File: config.mk
export PLATFORM = sky130hd
export DESIGN_NAME = position_pid_motor_drive
export DESIGN_NICKNAME = d
export VERILOG_FILES = /design/src/rtl/ppmd_pkg.sv /design/src/rtl/ppmd_ctrl.sv /design/src/rtl/ppmd_datapath.sv /design/src/rtl/position_pid_motor_drive.sv
export VERILOG_INCLUDE_DIRS = /design/src /design/src/rtl
export SDC_FILE = /design/constraint.sdc
export NUM_CORES = 2
export LEC_CHECK = 0
export ABC_AREA = 1
export BUFFER_PORTS_ARGS = -buffer_cell sky130_fd_sc_hd__buf_2
export CORE_UTILIZATION = 50
export DETAILED_ROUTE_END_ITERATION = 7
export PLACE_DENSITY = 0.76
export SLEW_MARGIN = 20
export SYNTH_ARGS = -nofsm -noshare
export SYNTH_HDL_FRONTEND = slang
export SYNTH_SLANG_ARGS = --single-unit
File: constraint.sdc
create_clock -name i_clk -period 7.17 [get_ports i_clk]
set_input_delay 1.434 -clock i_clk [delete_from_list [all_inputs] [get_ports i_clk]]
set_output_delay 1.434 -clock i_clk [all_outputs]
set_load 0.01 [all_outputs]
File: src/rtl/assert_macros.svh
// Assertion macros shared by the sequencer and datapath of the PID motor drive.
`ifndef ASSERT_MACROS_SVH
`define ASSERT_MACROS_SVH

// Checks a property at every rising clock edge outside reset.
`define ASSERT_CLK(label, clk, rst_n, prop, msg) \
    label: assert property (@(posedge clk) disable iff (!rst_n) prop) else $error(msg);

// Checks that a condition never holds at a rising clock edge outside reset.
`define ASSERT_NEVER(label, clk, rst_n, cond, msg) \
    label: assert property (@(posedge clk) disable iff (!rst_n) !(cond)) else $error(msg);

`endif

File: src/rtl/ppmd_pkg.sv
// Package with the types and constants of the PID motor drive.
package ppmd_pkg;

    // Field widths fixed by the interface.
    localparam int GAIN_WIDTH      = 16;
    localparam int DUTY_WIDTH      = 15;
    localparam int OUT_TDATA_WIDTH = 16;
    localparam int CFG_IDX_WIDTH   = 2;

    // Duty scaling: |out| * round(200/pi * 2^16) >> 28 gives percent in Q7.8.
    localparam int MAG_WIDTH      = 23;
    localparam int DUTY_MUL_WIDTH = 22;
    localparam int DUTY_PROD_W    = MAG_WIDTH + DUTY_MUL_WIDTH;
    localparam int DUTY_SHIFT     = 28;
    localparam int DUTY_SHIFT_W   = DUTY_PROD_W - DUTY_SHIFT;
    localparam logic [DUTY_MUL_WIDTH-1:0] DUTY_MUL  = 22'd4172151;
    localparam logic [MAG_WIDTH-1:0]      OUT_CLAMP = 23'd4194304;
    localparam logic [DUTY_WIDTH-1:0]     DUTY_MAX  = 15'd25600;

    // Opcodes carried in the input tuser.
    localparam logic OP_STEP  = 1'b0;
    localparam logic OP_CLEAR = 1'b1;

    // Configuration register indexes.
    localparam logic [CFG_IDX_WIDTH-1:0] REG_PROP_GAIN  = 2'd0;
    localparam logic [CFG_IDX_WIDTH-1:0] REG_INTEG_GAIN = 2'd1;
    localparam logic [CFG_IDX_WIDTH-1:0] REG_DERIV_GAIN = 2'd2;

    // Sequencer states.
    typedef enum logic [2:0] {
        S_IDLE,
        S_PMUL,
        S_IMUL,
        S_DMUL,
        S_ACC,
        S_MAG,
        S_DUTY,
        S_OUT
    } t_state;

    // Operand pair for the shared multiplier.
    typedef enum logic [1:0] {
        MS_PROP,
        MS_INTEG,
        MS_DERIV
    } t_mul_sel;

    // Commands from the sequencer to the datapath.
    typedef struct packed {
        logic     load_err;
        logic     clear;
        logic     integ_upd;
        logic     mul_en;
        t_mul_sel mul_sel;
        logic     acc_load;
        logic     acc_add;
        logic     mag_load;
        logic     duty_load;
        logic     out_load;
    } t_cmd;

    // Status from the datapath to the sequencer.
    typedef struct packed {
        logic out_free;
    } t_status;

endpackage

File: src/rtl/ppmd_ctrl.sv
// Sequencer that steps the PID datapath through one control item.
`include "assert_macros.svh"

module ppmd_ctrl (
    input  logic              i_clk,
    input  logic              i_rst_n,
    input  logic              i_in_valid,
    input  logic              i_opcode,
    output logic              o_in_ready,
    input  ppmd_pkg::t_status i_status,
    output ppmd_pkg::t_cmd    o_cmd
);
    import ppmd_pkg::*;

    t_state r_state;
    t_state n_state;

    // State register.
    always_ff @(posedge i_clk) begin
        if (!i_rst_n) begin
            r_state <= S_IDLE;
        end else begin
            r_state <= n_state;
        end
    end

    // Next state and datapath commands.
    always_comb begin
        n_state    = r_state;
        o_cmd      = '0;
        o_cmd.mul_sel = MS_PROP;
        o_in_ready = 1'b0;
        case (r_state)
            S_IDLE: begin
                o_in_ready = 1'b1;
                if (i_in_valid) begin
                    if (i_opcode == OP_CLEAR) begin
                        o_cmd.clear = 1'b1;
                    end else begin
                        o_cmd.load_err = 1'b1;
                        n_state        = S_PMUL;
                    end
                end
            end
            S_PMUL: begin
                o_cmd.integ_upd = 1'b1;
                o_cmd.mul_en    = 1'b1;
                o_cmd.mul_sel   = MS_PROP;
                n_state         = S_IMUL;
            end
            S_IMUL: begin
                o_cmd.mul_en   = 1'b1;
                o_cmd.mul_sel  = MS_INTEG;
                o_cmd.acc_load = 1'b1;
                n_state        = S_DMUL;
            end
            S_DMUL: begin
                o_cmd.mul_en  = 1'b1;
                o_cmd.mul_sel = MS_DERIV;
                o_cmd.acc_add = 1'b1;
                n_state       = S_ACC;
            end
            S_ACC: begin
                o_cmd.acc_add = 1'b1;
                n_state       = S_MAG;
            end
            S_MAG: begin
                o_cmd.mag_load = 1'b1;
                n_state        = S_DUTY;
            end
            S_DUTY: begin
                o_cmd.duty_load = 1'b1;
                n_state         = S_OUT;
            end
            S_OUT: begin
                // Wait until the output register can take the result.
                if (i_status.out_free) begin
                    o_cmd.out_load = 1'b1;
                    n_state        = S_IDLE;
                end
            end
            default: begin
                n_state = S_IDLE;
            end
        endcase
    end

    // An accepted control step starts the multiply sequence.
    `ASSERT_CLK(a_step_starts, i_clk, i_rst_n, (i_in_valid && o_in_ready && i_opcode == OP_STEP) |=> (r_state == S_PMUL), "control step did not start the sequence")
    // A clear transfer leaves the sequencer in the idle state.
    `ASSERT_CLK(a_clear_idle, i_clk, i_rst_n, (i_in_valid && o_in_ready && i_opcode == OP_CLEAR) |=> (r_state == S_IDLE), "clear transfer left the idle state")

endmodule

File: src/rtl/ppmd_datapath.sv
// Datapath of the PID motor drive: error, integral, shared multiplier, duty scaling.
`include "assert_macros.svh"

module ppmd_datapath #(
    parameter int ANGLE_WIDTH = 16,
    parameter int SUM_WIDTH   = 32
) (
    input  logic                                   i_clk,
    input  logic                                   i_rst_n,
    input  ppmd_pkg::t_cmd                         i_cmd,
    output ppmd_pkg::t_status                      o_status,
    input  logic signed [ANGLE_WIDTH-1:0]          i_setpoint_angle,
    input  logic signed [ANGLE_WIDTH-1:0]          i_measured_angle,
    input  logic [ppmd_pkg::GAIN_WIDTH-1:0]        i_prop_gain,
    input  logic [ppmd_pkg::GAIN_WIDTH-1:0]        i_integ_gain,
    input  logic [ppmd_pkg::GAIN_WIDTH-1:0]        i_deriv_gain,
    input  logic                                   i_out_ready,
    output logic                                   o_out_valid,
    output logic                                   o_direction,
    output logic [ppmd_pkg::DUTY_WIDTH-1:0]        o_duty_magnitude
);
    import ppmd_pkg::*;

    // Error, error difference, multiplier operand, product and accumulator widths.
    localparam int EW  = ANGLE_WIDTH + 1;
    localparam int DW  = ANGLE_WIDTH + 2;
    localparam int MW  = (SUM_WIDTH > DW) ? SUM_WIDTH : DW;
    localparam int PW  = MW + GAIN_WIDTH + 1;
    localparam int AW  = PW + 2;
    localparam int SAW = ((SUM_WIDTH > EW) ? SUM_WIDTH : EW) + 1;

    localparam logic signed [SAW-1:0] SUM_HI = SAW'({1'b0, {(SUM_WIDTH-1){1'b1}}});
    localparam logic signed [SAW-1:0] SUM_LO = ~SUM_HI;

    logic signed [EW-1:0]         r_err;
    logic signed [EW-1:0]         r_prev;
    logic signed [DW-1:0]         r_diff;
    logic signed [SUM_WIDTH-1:0]  r_sum;
    logic signed [PW-1:0]         r_prod;
    logic signed [AW-1:0]         r_acc;
    logic [MAG_WIDTH-1:0]         r_mag;
    logic                         r_dir;
    logic [DUTY_PROD_W-1:0]       r_duty_prod;
    logic                         r_out_dir;
    logic [DUTY_WIDTH-1:0]        r_out_duty;
    logic                         r_out_valid;

    logic signed [EW-1:0]         w_err;
    logic signed [SAW-1:0]        w_sum_ext;
    logic signed [SUM_WIDTH-1:0]  w_sum_sat;
    logic signed [DW-1:0]         w_diff;
    logic [GAIN_WIDTH-1:0]        w_mul_gain;
    logic signed [MW-1:0]         w_mul_op;
    logic signed [PW-1:0]         w_prod;
    logic                         w_pos;
    logic [AW-1:0]                w_abs;
    logic [MAG_WIDTH-1:0]         w_mag;
    logic [DUTY_PROD_W-1:0]       w_scaled;
    logic [DUTY_SHIFT_W-1:0]      w_shift;
    logic [DUTY_WIDTH-1:0]        w_duty;

    // Error and saturating integral update.
    assign w_err     = EW'(i_setpoint_angle) - EW'(i_measured_angle);
    assign w_sum_ext = SAW'(r_sum) + SAW'(r_err);
    assign w_diff    = DW'(r_err) - DW'(r_prev);

    always_comb begin
        if (w_sum_ext > SUM_HI) begin
            w_sum_sat = SUM_WIDTH'(SUM_HI);
        end else if (w_sum_ext < SUM_LO) begin
            w_sum_sat = SUM_WIDTH'(SUM_LO);
        end else begin
            w_sum_sat = SUM_WIDTH'(w_sum_ext);
        end
    end

    // Operand selection for the shared gain multiplier.
    always_comb begin
        case (i_cmd.mul_sel)
            MS_PROP: begin
                w_mul_gain = i_prop_gain;
                w_mul_op   = MW'(r_err);
            end
            MS_INTEG: begin
                w_mul_gain = i_integ_gain;
                w_mul_op   = MW'(r_sum);
            end
            MS_DERIV: begin
                w_mul_gain = i_deriv_gain;
                w_mul_op   = MW'(r_diff);
            end
            default: begin
                w_mul_gain = '0;
                w_mul_op   = '0;
            end
        endcase
    end

    assign w_prod = PW'($signed({1'b0, w_mul_gain})) * PW'(w_mul_op);

    // Sign and clamped magnitude of the PID sum.
    assign w_pos = !r_acc[AW-1] && (r_acc != '0);
    assign w_abs = r_acc[AW-1] ? AW'(-r_acc) : AW'(r_acc);
    assign w_mag = (w_abs > AW'(OUT_CLAMP)) ? OUT_CLAMP : w_abs[MAG_WIDTH-1:0];

    // Percent scaling and limit at full duty.
    assign w_scaled = DUTY_PROD_W'(r_mag) * DUTY_PROD_W'(DUTY_MUL);
    assign w_shift  = r_duty_prod[DUTY_PROD_W-1:DUTY_SHIFT];
    assign w_duty   = (w_shift > DUTY_SHIFT_W'(DUTY_MAX)) ? DUTY_MAX
                                                          : w_shift[DUTY_WIDTH-1:0];

    // Controller state kept across items.
    always_ff @(posedge i_clk) begin
        if (!i_rst_n) begin
            r_sum  <= '0;
            r_prev <= '0;
        end else if (i_cmd.clear) begin
            r_sum  <= '0;
            r_prev <= '0;
        end else if (i_cmd.integ_upd) begin
            r_sum  <= w_sum_sat;
            r_prev <= r_err;
        end
    end

    // Working registers of one item.
    always_ff @(posedge i_clk) begin
        if (i_cmd.load_err) begin
            r_err <= w_err;
        end
        if (i_cmd.integ_upd) begin
            r_diff <= w_diff;
        end
        if (i_cmd.mul_en) begin
            r_prod <= w_prod;
        end
        if (i_cmd.acc_load) begin
            r_acc <= AW'(r_prod);
        end else if (i_cmd.acc_add) begin
            r_acc <= r_acc + AW'(r_prod);
        end
        if (i_cmd.mag_load) begin
            r_mag <= w_mag;
            r_dir <= !w_pos;
        end
        if (i_cmd.duty_load) begin
            r_duty_prod <= w_scaled;
        end
        if (i_cmd.out_load) begin
            r_out_dir  <= r_dir;
            r_out_duty <= w_duty;
        end
    end

    // Output register valid flag.
    always_ff @(posedge i_clk) begin
        if (!i_rst_n) begin
            r_out_valid <= 1'b0;
        end else if (i_cmd.out_load) begin
            r_out_valid <= 1'b1;
        end else if (i_out_ready) begin
            r_out_valid <= 1'b0;
        end
    end

    assign o_status.out_free = !r_out_valid || i_out_ready;
    assign o_out_valid       = r_out_valid;
    assign o_direction       = r_out_dir;
    assign o_duty_magnitude  = r_out_duty;

    // A clear leaves the integral and the last error at zero.
    `ASSERT_CLK(a_clear_zeroes, i_clk, i_rst_n, i_cmd.clear |=> (r_sum == '0 && r_prev == '0), "clear did not zero the controller state")
    // A presented result never exceeds full duty.
    `ASSERT_NEVER(a_duty_bounded, i_clk, i_rst_n, o_out_valid && (o_duty_magnitude > DUTY_MAX), "duty magnitude above full scale")

endmodule

File: src/rtl/position_pid_motor_drive.sv
// Top level of the positional PID controller with motor-drive output.
//
// Each input transfer carries an opcode in tuser and a setpoint and measured
// angle in tdata. After a control step is accepted, the block takes no new item
// until its sequence is through: the shared 17-bit by operand-width gain
// multiplier is used in turn for the proportional, integral and derivative
// terms, followed by accumulation, magnitude clamp, duty scaling and the load of
// the output register. That load waits while the output register is still full,
// and the result is then presented from it. A clear item produces no result.
// Gain registers may be written only while no item is in progress.
module position_pid_motor_drive #(
    parameter int ANGLE_WIDTH = 16,
    parameter int SUM_WIDTH   = 32
) (
    input  logic                                    i_clk,
    input  logic                                    i_rst_n,
    // Input stream.
    input  logic                                    i_s_axis_tvalid,
    output logic                                    o_s_axis_tready,
    // tdata: setpoint_angle, measured_angle, zero fill to whole bytes
    input  logic [((2*ANGLE_WIDTH+7)/8)*8-1:0]      i_s_axis_tdata,
    // tuser: opcode
    input  logic [0:0]                              i_s_axis_tuser,
    // Output stream.
    output logic                                    o_m_axis_tvalid,
    input  logic                                    i_m_axis_tready,
    // tdata: direction, duty_magnitude
    output logic [ppmd_pkg::OUT_TDATA_WIDTH-1:0]    o_m_axis_tdata,
    // Configuration write port.
    input  logic                                    i_cfg_we,
    input  logic [ppmd_pkg::CFG_IDX_WIDTH-1:0]      i_cfg_idx,
    input  logic [ppmd_pkg::GAIN_WIDTH-1:0]         i_cfg_wdata
);
    import ppmd_pkg::*;

    logic [GAIN_WIDTH-1:0] r_prop_gain;
    logic [GAIN_WIDTH-1:0] r_integ_gain;
    logic [GAIN_WIDTH-1:0] r_deriv_gain;

    t_cmd                  w_cmd;
    t_status               w_status;
    logic                  w_direction;
    logic [DUTY_WIDTH-1:0] w_duty;

    // Gain registers; writes to an unknown index are dropped.
    always_ff @(posedge i_clk) begin
        if (!i_rst_n) begin
            r_prop_gain  <= 16'd256;
            r_integ_gain <= '0;
            r_deriv_gain <= '0;
        end else if (i_cfg_we) begin
            case (i_cfg_idx)
                REG_PROP_GAIN:  r_prop_gain  <= i_cfg_wdata;
                REG_INTEG_GAIN: r_integ_gain <= i_cfg_wdata;
                REG_DERIV_GAIN: r_deriv_gain <= i_cfg_wdata;
                default: begin
                end
            endcase
        end
    end

    // Sequencer.
    ppmd_ctrl u_ctrl (
        .i_clk      (i_clk),
        .i_rst_n    (i_rst_n),
        .i_in_valid (i_s_axis_tvalid),
        .i_opcode   (i_s_axis_tuser[0]),
        .o_in_ready (o_s_axis_tready),
        .i_status   (w_status),
        .o_cmd      (w_cmd)
    );

    // Arithmetic and output register.
    ppmd_datapath #(
        .ANGLE_WIDTH (ANGLE_WIDTH),
        .SUM_WIDTH   (SUM_WIDTH)
    ) u_datapath (
        .i_clk            (i_clk),
        .i_rst_n          (i_rst_n),
        .i_cmd            (w_cmd),
        .o_status         (w_status),
        .i_setpoint_angle (i_s_axis_tdata[ANGLE_WIDTH-1:0]),
        .i_measured_angle (i_s_axis_tdata[2*ANGLE_WIDTH-1:ANGLE_WIDTH]),
        .i_prop_gain      (r_prop_gain),
        .i_integ_gain     (r_integ_gain),
        .i_deriv_gain     (r_deriv_gain),
        .i_out_ready      (i_m_axis_tready),
        .o_out_valid      (o_m_axis_tvalid),
        .o_direction      (w_direction),
        .o_duty_magnitude (w_duty)
    );

    assign o_m_axis_tdata = {w_duty, w_direction};

endmodule

* Word-level counts from Yosys, hierarchy flattened *
Cells that the tools add are included.

word-level totals
  register bits = 321
  input bits = 56
  output and inout port bits = 18

operators by class
  $add $sub $neg = 5
  multipliers = 2
  $lt $le $gt $ge = 4
  equality and inequality tests = 14
  multiplexer cells = 26
  bitwise logic cells = 1
  reduce and logical (&&, ||, !) cells = 17

operators with widths
  operator                                                                            count
  51-bit 2-to-1 mux                                                                   3
  32-bit one-hot mux with 3 select lines                                              1
  32-bit 2-to-1 mux                                                                   2
  51-bit by 49-bit adder with 51-bit output                                           1
  51-bit by 23-bit greater-than comparator with 1-bit output (second input constant)  1
  51-bit negator                                                                      1
  51-bit nonzero test                                                                 1
  17-bit by 32-bit multiplier with 49-bit output                                      1
  16-bit one-hot mux with 3 select lines                                              1
  23-bit by 22-bit multiplier with 45-bit output (second input constant)              1
  32-bit by 17-bit adder with 33-bit output                                           1
  33-bit by 32-bit greater-than comparator with 1-bit output (second input constant)  1
  33-bit by 32-bit < comparator with 1-bit output (second input constant)             1
  3-bit one-hot mux with 8 select lines                                               1
  17-bit by 17-bit subtractor with 18-bit output                                      1
  17-bit by 15-bit greater-than comparator with 1-bit output (second input constant)  1
  16-bit by 16-bit subtractor with 17-bit output                                      1
  3-bit equality test (second input constant)                                         4
  1-bit 2-to-1 mux                                                                    12
  3-bit 2-to-1 mux                                                                    3
  3-bit one-hot mux with 3 select lines                                               1
  3-bit by 2-bit equality test with 1-bit output (second input constant)              2
  2-bit AND reduction                                                                 3
  2-bit by 1-bit equality test with 1-bit output (second input constant)              2
  other kinds (14)                                                                    22

* Logic depth before layout (Yosys ltp) *
  depth after elaboration = 5
  mapped depth = 35

* Cells and area by module *
A second synthesis with hierarchy kept.

second synthesis, totals
  cells, all modules = 6,447
  area total of the unflattened synthesis = 49,807.8 um^2

by module, submodules not included
  module                    times used  cells an instance  area an instance (um^2)
  ppmd_datapath             1           6,095              47,533.1
  position_pid_motor_drive  1           311                2,033.2
  ppmd_ctrl                 1           41                 241.5

* Worst setup path after synthesis *
No wires, ideal clock.

  path type = reg-to-reg
  start point = register u_ctrl.r_state[0]
  end point = register u_datapath.r_prod[41], data pin
  arrival = 6.790 ns
  required time = 6.905 ns
  path slack = 0.115 ns
  cell stages (with the launch flop) = 30
  path buffers = 2
  period minus slack after synthesis = 7.055 ns
  path through = dfxtp_1 > inv_1 > ha_1 > inv_1 > nor2_1 > nor2_1 > nand2_1 > nand2_1 > buf_2 > a21oi_1 > nor2_1 > buf_2 > nand2_1 > fa_1 > fa_1 > fa_1 > inv_1 > fa_1 > fa_1 > inv_1 > fa_1 > inv_1 > ha_1 > nand2_1 > nor2_1 > nand2_1 > o311ai_0 > nand3_1 > o21ai_0 > xor2_1

on the way
  word-level cells in the longest chain between the ends = 5
  elaborated cells between the ends (all ways) = 10

RTL lines
  what                                                                                                                     RTL line              source
  start, declared                                                                                                          ppmd_ctrl.sv:15       t_state r_state;
  start signal, assigned                                                                                                   ppmd_ctrl.sv:23       r_state <= n_state;
  3-bit by 2-bit equality test with 1-bit output / 3-bit by 1-bit equality test with 1-bit output (equally long branches)  ppmd_ctrl.sv:33       case (r_state)
  3-bit one-hot mux with 3 select lines *                                                                                  ppmd_ctrl.sv:33
  2-bit equality test (tied with other cells)                                                                              ppmd_datapath.sv:79   case (i_cmd.mul_sel)
  16-bit one-hot mux with 3 select lines / 32-bit one-hot mux with 3 select lines (equally long branches)                  ppmd_datapath.sv:79
  17-bit by 32-bit multiplier with 49-bit output *                                                                         ppmd_datapath.sv:99   assign w_prod = PW'($signed({1'b0, w_mul_gain})) * PW'(w_mul_op);
  net u_datapath.w_prod[41]                                                                                                ppmd_datapath.sv:54   logic signed [PW-1:0] w_prod;
  end signal, assigned                                                                                                     ppmd_datapath.sv:135  r_prod <= w_prod;
  end, declared                                                                                                            ppmd_datapath.sv:39   logic signed [PW-1:0] r_prod;

Mark *: on every way through the listed nets, which the timed path passes. The rest lies on a longest branch.
A chain may end at the register's enable or synchronous reset.

* Worst setup path in the final report *
  start point = register u_ctrl.r_state[0]
  end point = register u_datapath.r_prod[47], data pin

Same word-level chain as after synthesis.

==> results.txt <==
Summing every instance area after synthesis gives 48800 um2. The worst setup path is captured at a flip-flop. In this run, CTS created clock tree buffers numbering 36. For this design, the slowest cell found on the critical path is fa_1. The full die area came out at 99000 um2. The initial utilization of the core area, before any placement, comes to 50.5%.

In this run the worst hold path is classified as flip-flop to flip-flop. The final critical-path share of the clock period is 97.9%. The maximum fanout along the worst path is 18. In this run the critical register-to-register path is captured at u_datapath.r_prod[47]. The startpoint identified for the worst register-to-register timing path is u_ctrl.r_state[0]. Clock tree synthesis selected as its root buffer the cell clkbuf_16.

The ratio of cells with drive above 1 in the final layout is 9.94%. The arrival time of data at the critical path endpoint came out at 7.32 ns. The slew at the pin closest to its max-slew limit is 0.958 ns. In the global route stage, overall resource usage came out at 28.6%. The per-instance average area after synthesis came out at 7.88 um2. The share of synthesized cell area in and, or, nand and nor gates is 17.8%.

At the placement stage, the worst setup path has a slack of -0.227 ns. The headroom to the max-slew limit is 36.1%. The remaining design rule violation count came out at 0.

The detailed-router iteration count before antenna repair came out at 6. The via count of the routed design is 41800. The gate count after technology mapping is 6198. The pin count of the biggest net entering global routing came out at 70. The mean routed wirelength per cell is 17.9 um. The worst setup margin came out at 0.153 ns. The placeable core region is 96700 um2.

The half-perimeter wire length after placement came out at 117 mm. The placer's final routability congestion estimate came out at 1.01. The count of flip-flops with a built-in enable after synthesis came out at 192. The number of nets with antenna violations after routing came out at 0. The adder-cell share of the synthesized area came out at 41.6%. The average via count per standard cell is 5.35. The number of rows created at floorplan is 114. STA puts the critical path data required time at 7.48 ns. Derived from the worst setup path, the maximum achievable clock frequency is 143 MHz. The Yosys warning count came out at 0.

The commonest cells after synthesis are inv_1, nand2_1, fa_1. The sequential cell area fraction in the yosys report came out at 15.9%. The run finished with clean final reports. The end point of the critical path is u_datapath.r_prod[47]. The via count of the first global-routing pass came out at 43100.

The quantity of I/O buffers inserted on ports is 73. STA classifies the critical path startpoint as a flip-flop. TritonCTS built the clock tree. The number of antenna violations at the first check in global routing is 2. Setup repair after global routing could not meet its margin everywhere.

The share of cell area taken by muxes after synthesis came out at 0%. The fill cell instance count of the final layout came out at 8682. The worst setup slack for register-to-register paths is 0.15 ns.

The tree built by TritonCTS fans out to 293 sinks. The worst clock skew on the final layout is 0.0240 ns. The number of violations reported at the end of detailed-routing iteration 0 came out at 3378.

The cell count after placement came out at 7721. inv_1 is the most common cell in the netlist. The area fraction in compound gates after synthesis is 8.94%. Once layout is complete, the cells apart from fillers number 7807. By area the synthesized netlist is led by fa_1, edfxtp_1, ha_1.

The synthesized net count is 7442. The number of cells on the worst reg-to-reg path came out at 33. The die is 315 um wide. The worst hold margin came out at 0.421 ns.

The share of the synthesized netlist area taken by xor and xnor gates came out at 2.81%. The clock latency at the later pin of the worst-skew pair came out at 0.58 ns. The worst setup path is of the flip-flop to flip-flop kind. The total I/O pin count is 74.

The final-stage net count is 7746. The count of state elements after synthesis is 293. fa_1 takes more of the synthesized area than any other cell. For the final routed database, the setup TNS stands at 0 ns.

The max-capacitance violation count is 0. For this run, the slowest stage of the critical path takes 0.54 ns. The final max-slew violation count is 0. The number of H-tree levels came out at 2. Tracing the worst setup path back leads to its startpoint at u_ctrl.r_state[0]. The die boundary height came out at 315 um. The final-report setup violation count is 0.

The final number of hold-violating endpoints is 0. The share of flip-flops with an asynchronous set or reset came out at 0%. The synthesis-to-layout area growth is 12.4%.

After synthesis, the largest family of logic cells by area is adder cells. For this run the aggregate overflow at the end of global routing stands at 0. After synthesis, the netlist uses 58 different library cells. After synthesis, the largest area contributor takes up 29.9% of total cell area.

The final wirelength came out at 139 mm. The clock input transition at the sequential cells of the worst setup and hold paths came out at 0.06 ns. The first-pass GRT wire length came out at 224 mm. The time the worst path needs with I/O delays and setup came out at 7.02 ns.

The most used flip-flop cell after synthesis is edfxtp_1. The number of buffers between clock root and the deepest sink came out at 3.
==> cells in the final DEF (no fill, tap or decap), types with 16 or more instances in the layout <==
master,instances
xor2_1,91
inv_1,1485
buf_6,16
nor3_1,34
nand2_1,1346
nand4_1,35
ha_1,442
a21oi_2,35
dfxtp_1,99
a31oi_1,31
fa_1,717
a21oi_1,323
buf_2,73
o21ai_0,251
edfxtp_1,192
clkbuf_16,36
nand2_2,17
a21o_1,23
nor2_1,414
buf_4,295
nor2_2,26
o211ai_1,24
nand3_1,172
buf_12,29
nand3b_1,20
xnor2_1,65
==> flip-flops by register name, summed over array words and instances, names as in the netlist, 3 cells and up <==
signal / flops
u_datapath.r_acc: 51
u_datapath.r_prod: 49
u_datapath.r_sum: 32
u_datapath.r_mag: 23
u_datapath.r_diff: 18
u_datapath.r_duty_prod: 17
u_datapath.r_err: 17
u_datapath.r_prev: 17
r_deriv_gain: 16
r_integ_gain: 16
r_prop_gain: 16
u_datapath.o_duty_magnitude: 15
u_ctrl.r_state: 3
==> area by class of cell <==
class | count | area, um2 | area share, %
clock inverters | 26 | 279 | 0.508
inverters | 1497 | 5630 | 10.2
clock buffers | 39 | 912 | 1.66
multi-input cells | 4258 | 35300 | 64.3
repair buffers | 416 | 3390 | 6.16
diodes | 2 | 5.00 | 0.00911
flip-flops and latches | 293 | 7790 | 14.2
well taps | 1276 | 1600 | 2.91
==> metal layers <==
layer | share of wire (%) | vias up | track usage [%] | wire length [um]
li1 | - | 19600 | - | -
met1 | 41 | 20200 | 37.4 | 57800
met2 | 47 | 1596 | 48.1 | 66200
met3 | 6.9 | 347 | 3.68 | 9680
met4 | 4.2 | 0 | 11.4 | 5840
met5 | 0 | - | 0 | 0
==> critical path, delay by kind of cell, from the launching register on <==
kind,cells,cell delay [ns]
adders and majority gates,8,3.56
buffers and inverters,14,1.45
xor gates and xnor gates,1,0.19
AOI/OAI and AO/OA,2,0.16
DFF,1,0.36
and+or+nand+nor,8,1.01
==> metrics by stage <==
step | instance area (um2) | util (%)
3_5_place_dp | 52900 | 54.7
5_1_grt | 54900 | 56.8
3_3_place_gp | 52900 | 54.7
2_1_floorplan | 48800 | -
4_1_cts | 54200 | 56.0
6_report | 54900 | 56.8
==> logic make-up after synthesis <==
logic type | after synthesis
flops | 293
simple gates | 2133
buf+inv | 1647
xor+xnor | 157
fa+ha+maj | 1188
compound gates | 780
==> worst min-delay path by stage <==
stage / from / endpoint / slack [ns] / depth (start not counted)
2_1_floorplan: u_datapath.r_dir / u_datapath.o_direction / 0.40 / 0
3_3_place_gp: u_datapath.r_dir / u_datapath.o_direction / 0.40 / 0
3_5_place_dp: u_datapath.r_dir / u_datapath.o_direction / 0.41 / 0
4_1_cts: u_datapath.r_dir / u_datapath.o_direction / 0.42 / 0
5_1_grt: u_datapath.r_dir / u_datapath.o_direction / 0.42 / 0
6_report: u_datapath.r_dir / u_datapath.o_direction / 0.42 / 0
==> what timing repair did <==
item                                    CTS  global route
resized for setup                        13           139
pin swaps                                 1            30
hold buffers                              0             0
gates cloned                              0             0
endpoints found under the setup margin   16            33
buffers inserted                          2            16
Power is not shown: default switching activity piles up to over one toggle a cycle in this logic, so the estimate is an artifact.
